===== src/rtl/bfnp_pkg.sv =====
`timescale 1ns / 1ps
// ----------------------------------------------------------------------------
// Nearest-point search package
// Constants, codes and control types shared by the nearest-point search block.
// ----------------------------------------------------------------------------
package bfnp_pkg;

    // Store size and field widths.
    localparam int MAX_POINTS = 1024;
    localparam int COORD_BITS = 20;
    localparam int IDX_W      = $clog2(MAX_POINTS);
    localparam int CNT_W      = $clog2(MAX_POINTS + 1);
    localparam int DIFF_W     = COORD_BITS + 1;
    localparam int MAG_W      = COORD_BITS;
    localparam int SQ_W       = 2 * MAG_W;
    localparam int DIST_W     = SQ_W + 2;
    localparam int POINT_W    = 3 * COORD_BITS;
    localparam int STATUS_W   = 3;
    localparam int OP_W       = 2;

    // Operation codes. Any code with the high bit set is a query.
    typedef enum logic [OP_W-1:0] {
        OP_CLEAR = 2'd0,
        OP_LOAD  = 2'd1,
        OP_QUERY = 2'd2
    } t_op;

    // Result status codes.
    typedef enum logic [STATUS_W-1:0] {
        STAT_CLEARED  = 3'd0,
        STAT_STORED   = 3'd1,
        STAT_DROPPED  = 3'd2,
        STAT_ANSWERED = 3'd3,
        STAT_EMPTY    = 3'd4
    } t_status;

    // Controller states.
    typedef enum logic [1:0] {
        S_IDLE,
        S_SCAN,
        S_DRAIN
    } t_state;

    // Commands from the controller to the datapath.
    typedef struct packed {
        logic accept;   // An input transfer completes this cycle.
        logic issue;    // Read the next store entry into the distance pipeline.
        logic finish;   // Write the query answer into the output register.
    } t_cmd;

    // Status from the datapath to the controller.
    typedef struct packed {
        logic count_empty;  // No point is stored.
        logic last_issue;   // The entry being read now is the last stored one.
        logic pipe_idle;    // No entry is in flight in the distance pipeline.
        logic out_free;     // The output register can take a result this cycle.
    } t_stat;

endpackage


===== src/rtl/bfnp_ctrl.sv =====
`timescale 1ns / 1ps
// ----------------------------------------------------------------------------
// Nearest-point search controller
// Sequences input transfers, the store scan of a query and the answer write.
// ----------------------------------------------------------------------------
module bfnp_ctrl (
    input  logic            i_clk,
    input  logic            i_rst_n,
    input  logic            i_in_valid,
    input  logic            i_in_query,
    input  bfnp_pkg::t_stat i_stat,
    output logic            o_in_ready,
    output bfnp_pkg::t_cmd  o_cmd
);
    import bfnp_pkg::*;

    t_state r_state;
    t_state n_state;

    // State register.
    always_ff @(posedge i_clk) begin
        if (!i_rst_n) begin
            r_state <= S_IDLE;
        end else begin
            r_state <= n_state;
        end
    end

    // Next state and commands.
    always_comb begin
        n_state      = r_state;
        o_in_ready   = 1'b0;
        o_cmd        = '0;
        case (r_state)
            S_IDLE: begin
                // Every item in this state gives its result at once, except a
                // query on a non-empty store, so the output register must be free.
                o_in_ready   = i_stat.out_free;
                o_cmd.accept = i_in_valid && i_stat.out_free;
                if (o_cmd.accept && i_in_query && !i_stat.count_empty) begin
                    n_state = S_SCAN;
                end
            end
            S_SCAN: begin
                // One store entry enters the distance pipeline each cycle.
                o_cmd.issue = 1'b1;
                if (i_stat.last_issue) begin
                    n_state = S_DRAIN;
                end
            end
            S_DRAIN: begin
                // Wait for the last entry to reach the best-so-far register and for the output register to be free.
                if (i_stat.pipe_idle && i_stat.out_free) begin
                    o_cmd.finish = 1'b1;
                    n_state      = S_IDLE;
                end
            end
            default: begin
                n_state = S_IDLE;
            end
        endcase
    end

endmodule


===== config.mk =====
export PLATFORM = sky130hd
export DESIGN_NAME = bfnp_ctrl
export DESIGN_NICKNAME = d
export VERILOG_FILES = /design/src/rtl/bfnp_pkg.sv /design/src/rtl/bfnp_ctrl.sv
export SDC_FILE = /design/constraint.sdc
export NUM_CORES = 1
export LEC_CHECK = 0
export BUFFER_PORTS_ARGS = -buffer_cell sky130_fd_sc_hd__buf_2
export CORE_AREA = 2 2 39 41
export DETAILED_ROUTE_END_ITERATION = 8
export DIE_AREA = 0 0 41 43
export HOLD_SLACK_MARGIN = 0.1
export SLEW_MARGIN = 40
export SYNTH_ARGS = -nofsm -noshare
export SYNTH_HDL_FRONTEND = slang
export SYNTH_SLANG_ARGS = --single-unit

===== constraint.sdc =====
create_clock -name i_clk -period 2.6 [get_ports i_clk]
set_clock_uncertainty 0.2 [all_clocks]
set_input_delay 0.65 -clock i_clk [delete_from_list [all_inputs] [get_ports i_clk]]
set_output_delay 0.65 -clock i_clk [all_outputs]
set_load 0.05 [all_outputs]

==> summary.txt, run 1 <==
Timing
  • Slack of the critical path: 0.4087 ns
  • Final Max Slew Viols: 0
  • Worst Tran Pin Value: 0.2486 ns
  • Final setup fails: 0
  • RSZ-0062 raised after global routing: no
  • Peak Freq: 456.3 MHz
  • Final Hold Viols: 0
  • Slew headroom: 83.54%
  • Hold Slack: 0.3820 ns
  • Final period utilization: 84.28%
  • Final min period: 2.191 ns
  • Setup TNS: 0 ns

Yosys
  • Compound-Gate Fraction of Synth Area: 18.56%
  • Area share of fa/ha/maj cells after synthesis: 0%
  • Synth Area in Simple Gates: 45.36%
  • Dominant cell type by area after synthesis: dfxtp_1
  • Register bit total from synthesis: 2
  • Synth top area share: 32.99%
  • Mapped Nets: 20
  • Mux contribution to synthesized area: 0%
  • Synth cell types: 11
  • Async set-reset flop share out of synthesis: 0%
  • EDFF count, synth: 0
  • Post-Syn Area per Cell: 10.11 um2
  • Synth area leaders: dfxtp_1 33%, nor3b_2 10%, and4b_2 9.3%
  • Primary FF master, synth: dfxtp_1
  • Yosys warns: 0
  • Seq/Total Area, Yosys: 32.99%
  • Post-Syn Area: 121.4 um2
  • Xor/xnor share of the synthesized area: 0%
  • Mapped Cells: 12
  • Most frequent cell after synthesis: dfxtp_1
  • Largest family of logic cells by synthesized area: simple AND/OR/NAND/NOR gates

Drt
  • TritonRoute pass-1 iters: 4
  • Wire length per cell: 7.476 um
  • # DRC: 0
  • Vias/cell: 3.381
  • Final WL: 314 um
  • Antenna Violating Nets Remaining: 0
  • DR iter-0 viols: 6
  • Detailed-route via count: 142

Power and ir drop
  • Logic pwr share: 18.7%
  • Pint: 0.09156 mW
  • Switch share: 24.98%
  • Switching power total: 0.03048 mW
  • Power density over cell area: 557.4 nW/um2
  • Reg power frac: 26.3%
  • Clock power frac: 55.0%
  • Cell leakage power: 0.1167 nW
  • Pwr Total: 0.1220 mW
  • Worst vdd ir: 78.36 uV

Clock network
  • CTS H-tree depth: 1
  • Clk sink count: 2
  • Root Buffer: clkbuf_4
  • Worst skew pair latency: 0.22 ns
  • Post_cts resized: 0
  • CTS hold repair buffers: 0
  • CTS tree: yes
  • Clock transition at path regs: 0.03 ns
  • Number of buffers created by CTS: 3
  • # Post-CTS Setup Buffers: 0
  • Max Buffers Root-to-Sink: 2

Floorplan
  • Die Wd: 41 um
  • Site Rows: 14
  • Number of I/O pins: 12
  • Die H: 43 um
  • Die area: 1763 um2
  • Initial Util: 8.770%
  • Core area: 1384 um2

Final layout
  • Largest regs: r_state: 2 flops
  • Biggest register: r_state
  • Fillers: 165
  • Area delta synth->final: 80.41%
  • Max reg flops: 2
  • Final Non-Filler Cells: 42
  • Antenna diodes: 0
  • Final instance area: 219.0 um2
  • Share of layout cells above drive strength 1: 65.38%
  • Final net count: 36
  • Post-layout util: 15.82%

Placement
  • DP HPWL: 263 um
  • Post-DP Area: 196.4 um2
  • Post-place setup slack: 0.3920 ns
  • Gpl congestion: 0.5008
  • Inst Count DP: 39
  • Number of buffers added on ports: 11

Setup path
  • Crit-path max cell delay: 0.25 ns
  • Peak fanout along the critical path: 3
  • CP most frequent cell: buf_2
  • CP max stage cell: buf_2
  • Type of origin of the critical path: input pin
  • Critical path class: in -> out
  • Arrival @ worst endpoint: 1.34 ns
  • Critical path capture point type: output port
  • WP data required: 1.75 ns
  • Cell breakdown of the critical path: buf_2, nor3b_2, and2_4, buf_2

Run
  • Max cap viols: 0

Global routing
  • Global-route wire length before repair: 476 um
  • Total GRT Usage: 4.805%
  • Initial antenna violation count: 0
  • Largest net degree at the start of global routing: 5
  • Grt ovf: 0
  • Vias in the first global route: 134

Outcome
  • Run status: complete, no violations

Worst hold path
  • HP Class: reg -> reg
power groups by stage:
stage	Sequential [mW]	Clock (mW)	Combinational, mW
global route	0.0321	0.0769	0.0249
global placement	0.0325	0	0.0230
finish	0.0321	0.0671	0.0228
floorplan	0.0324	0	0.0145
detailed placement	0.0325	0	0.0231
CTS	0.0321	0.0721	0.0232
critical path, delay by kind of cell:
kind          cells  cell delay (ns)
buf+inv           2             0.34
simple gates      2             0.35
final cells by class:
class / instances / area [um2] / share of cell area [%]
timing repair buffer: 11 / 55.05 / 25.14
sequential: 2 / 40.04 / 18.29
inverter: 1 / 3.754 / 1.714
multi-input combinational: 9 / 77.57 / 35.43
clock buffer: 3 / 22.52 / 10.29
tap: 16 / 20.02 / 9.143
metal layers:
| layer | vias to the layer above | GRT usage [%] | wire, um |
|---|---|---|---|
| met5 | - | 0 | 0 |
| met4 | 0 | 6.000 | 0 |
| met3 | 0 | 4.712 | 54 |
| met2 | 12 | 5.313 | 131 |
| met1 | 57 | 4.140 | 128 |
| li1 | 73 | - | - |
worst paths after layout:
check	from	slack [ns]	end	cells after the start
worst max-delay path	i_stat[0]	0.41	o_cmd[2]	4
worst min register to register	r_state[1]$_SDFFE_PN0P_	0.38	r_state[1]$_SDFFE_PN0P_	2
worst max register to register	r_state[1]$_SDFFE_PN0P_	1.45	r_state[0]$_SDFFE_PN0P_	2
worst min-delay path	r_state[1]$_SDFFE_PN0P_	0.38	r_state[1]$_SDFFE_PN0P_	2
cell families (layout without fill, tap and decap cells):
group           count (synthesis)  after routing
flops                           2              2
compound gates                  3              3
simple gates                    6              6
buf+inv                         1             15
cells in the final DEF (no fill, tap or decap):
cell type,synthesis,final
a22oi_1,1,1
nor3b_2,1,1
nor2b_1,1,1
clkbuf_4,0,3
a32o_1,1,1
buf_2,0,11
dfxtp_1,2,2
and2b_1,1,1
a21oi_1,1,1
and4b_2,1,1
inv_1,1,1
and3b_1,1,1
and2_4,1,1
(Power assumes the default switching activity.)
==> run 2: changes to the inputs <==
clock period = 1.78 ns   (was 2.6 ns; I/O delays follow)
==> run 2 against run 1 <==
  * Cell area is 14% higher
  * Global-route usage rose by 0.30 points
  * Clock power rose by 47%
  * Setup slack got worse by 0.34 ns
  * Clock-buffer cell count unchanged
  * Wire length up 5.4%
  * Cell count increased by 2.4%
  * Non-clock buffer count grew 1
  * First-iteration DRC count decreased by 50%
  * Via count rose by 3.5%
  * Critical path type is now reg -> out
  * Largest cell class unchanged
==> summary.txt, run 2 (synthesized netlist as in run 1, its figures left out) <==
Clock network
  • Clk sink count: 2 (unchanged)
  • Worst skew pair latency: 0.22 ns (about the same)
  • Clock transition at path regs: 0.03 ns (about the same)
  • Max Buffers Root-to-Sink: 2 (unchanged)
  • Root Buffer: clkbuf_4
  • Number of buffers created by CTS: 3 (unchanged)
  • CTS tree: yes
  • # Post-CTS Setup Buffers: 0 (unchanged)
  • CTS hold repair buffers: 0 (unchanged)
  • CTS H-tree depth: 1 (unchanged)
  • Post_cts resized: 2 (+2)

Power and ir drop
  • Cell leakage power: 0.1243 nW (+6.5%)
  • Power density over cell area: 747.3 nW/um2 (+34%)
  • Reg power frac: 25.4% (-0.9 points)
  • Pwr Total: 0.1861 mW (+52%)
  • Logic pwr share: 21.4% (+2.7 points)
  • Clock power frac: 53.1% (-1.9 points)
  • Pint: 0.1395 mW (+52%)
  • Worst vdd ir: 220.0 uV (+180%)
  • Switching power total: 0.04657 mW (+53%)
  • Switch share: 25.03% (+0.052 points)

Final layout
  • Commonest cells after routing, fill and taps aside: 8 x buf_2, 5 x clkbuf_4
  • Share of layout cells above drive strength 1: 70.37% (+5.0 points)
  • Storage element area: 41.29 um2 (+3.1%)
  • Largest regs: r_state: 2 flops
  • Antenna diodes: 0 (unchanged)
  • Max reg flops: 2 (unchanged)
  • Final net count: 37 (+2.8%)
  • Area delta synth->final: 105.2%
  • Biggest register: r_state
  • Fillers: 157 (-4.8%)
  • Final instance area: 249.0 um2 (+14%)
  • Leading cell type in the layout, fill and taps excluded: buf_2
  • Multi-input logic area: 83.83 um2 (+8.1%)

Timing
  • Worst Tran Pin Value: 0.2461 ns (-0.002519 ns)
  • RSZ-0062 raised after global routing: no
  • Peak Freq: 584.7 MHz
  • Final period utilization: 96.09%
  • Slew headroom: 83.71% (+0.17 points)
  • Final Hold Viols: 0 (unchanged)
  • Final Max Slew Viols: 0 (unchanged)
  • Final setup fails: 0 (unchanged)
  • Setup TNS: 0 ns (unchanged)
  • Final min period: 1.710 ns

Drt
  • Wire length per cell: 7.698 um (+3.0%)
  • Vias/cell: 3.419 (+1.1%)
  • Final WL: 331 um (+5.4%)
  • TritonRoute pass-1 iters: 2 (-2)
  • # DRC: 0 (unchanged)
  • Antenna Violating Nets Remaining: 0 (unchanged)
  • DR iter-0 viols: 3 (-3)
  • Detailed-route via count: 147 (+3.5%)

Floorplan
  • Die Wd: 41 um (unchanged)
  • Core area: 1384 um2 (unchanged)
  • Die H: 43 um (unchanged)
  • Initial Util: 8.770% (unchanged)
  • Die area: 1763 um2 (unchanged)
  • Number of I/O pins: 12 (unchanged)
  • Site Rows: 14 (unchanged)

Setup path
  • Type of origin of the critical path: register
  • Crit-path max cell delay: 0.39 ns (+0.14 ns)
  • Arrival @ worst endpoint: 1.07 ns (-0.27 ns)
  • Peak fanout along the critical path: 4 (+1)
  • Critical path capture point type: output port
  • Cell breakdown of the critical path: and4b_2, clkbuf_4
  • Critical path class: reg -> out
  • WP data required: 1.13 ns (-0.62 ns)
  • CP max stage cell: dfxtp_1

Outcome
  • Run status: complete, no violations

Global routing
  • Initial antenna violation count: 0 (unchanged)
  • Vias in the first global route: 124 (-7.5%)
  • Total GRT Usage: 5.105% (+0.30 points)
  • Grt ovf: 0 (unchanged)
  • Largest net degree at the start of global routing: 5 (unchanged)
  • Global-route wire length before repair: 510 um (+7.1%)

Placement
  • Number of buffers added on ports: 11 (unchanged)
  • Gpl congestion: 0.5449 (+8.8%)
  • Post-DP Area: 210.2 um2 (+7.0%)

Run
  • Max cap viols: 0 (unchanged)

Worst hold path
  • HP Class: in -> reg
-- run 2: changes by cell type in the layout (fill, tap and decap cells not counted) --
cell	change
clkbuf_4	+2
buf_8	+1
dfxtp_2	+1
nor3b_4	+1
buf_2	-3
nor3b_2	-1
buf_4	+1
dfxtp_1	-1
-- run 2: final timing paths --
kind / slack (ns) / start / end / cells after the start
setup reg to reg: 0.53 / r_state[0]$_SDFFE_PN0P_ / r_state[0]$_SDFFE_PN0P_ / 4
setup / recovery: 0.07 / r_state[0]$_SDFFE_PN0P_ / o_cmd[0] / 2
hold / removal: 0.26 / i_rst_n / r_state[1]$_SDFFE_PN0P_ / 2
hold reg to reg: 0.37 / r_state[1]$_SDFFE_PN0P_ / r_state[1]$_SDFFE_PN0P_ / 2
-- run 2: per-layer routing --
metal  share of wire, %  up-vias  GRT usage [%]
met5                  0        -              0
met4                  0        0          6.000
met3                 17        0          5.236
met2                 28       12          3.750
met1                 55       59          6.369
li1                   -       76              -
-- run 2: critical path, delay by kind of cell (launching register included) --
kind | cells | cell delay, ns
simple gates | 1 | 0.24
flops | 1 | 0.39
buf+inv | 1 | 0.21
-- run 2: power groups by stage --
stage                     logic, mW  registers (mW)  clock network, mW
after floorplan              0.0225          0.0476                  0
after global placement       0.0365          0.0478                  0
after detailed placement     0.0364          0.0479                  0
after CTS                    0.0386          0.0473              0.106
after global routing         0.0429          0.0475              0.115
final                        0.0399          0.0473             0.0989
-- run 2: layout make-up --
class                           count  share of cell area (%)
Multi-Input combinational cell      9                   33.67
Sequential cell                     2                   16.58
Tap cell                           16                   8.040
Inverter                            1                   1.508
Clock buffer                        3                   9.045
Timing Repair Buffer               12                   31.16
-- run 2: through the flow --
step                      hold WS (ns)  util (%)  worst slack, ns  instances
after CTS                       0.2549     17.27          0.01553         43
after global routing            0.2879     17.99         0.009580         43
after detailed placement        0.4220     15.19        -0.003550         40
after global placement          0.4141     15.19         0.004999         40
final                           0.2634     17.99          0.06958         43
after floorplan                 0.3732         -          -0.1521         12
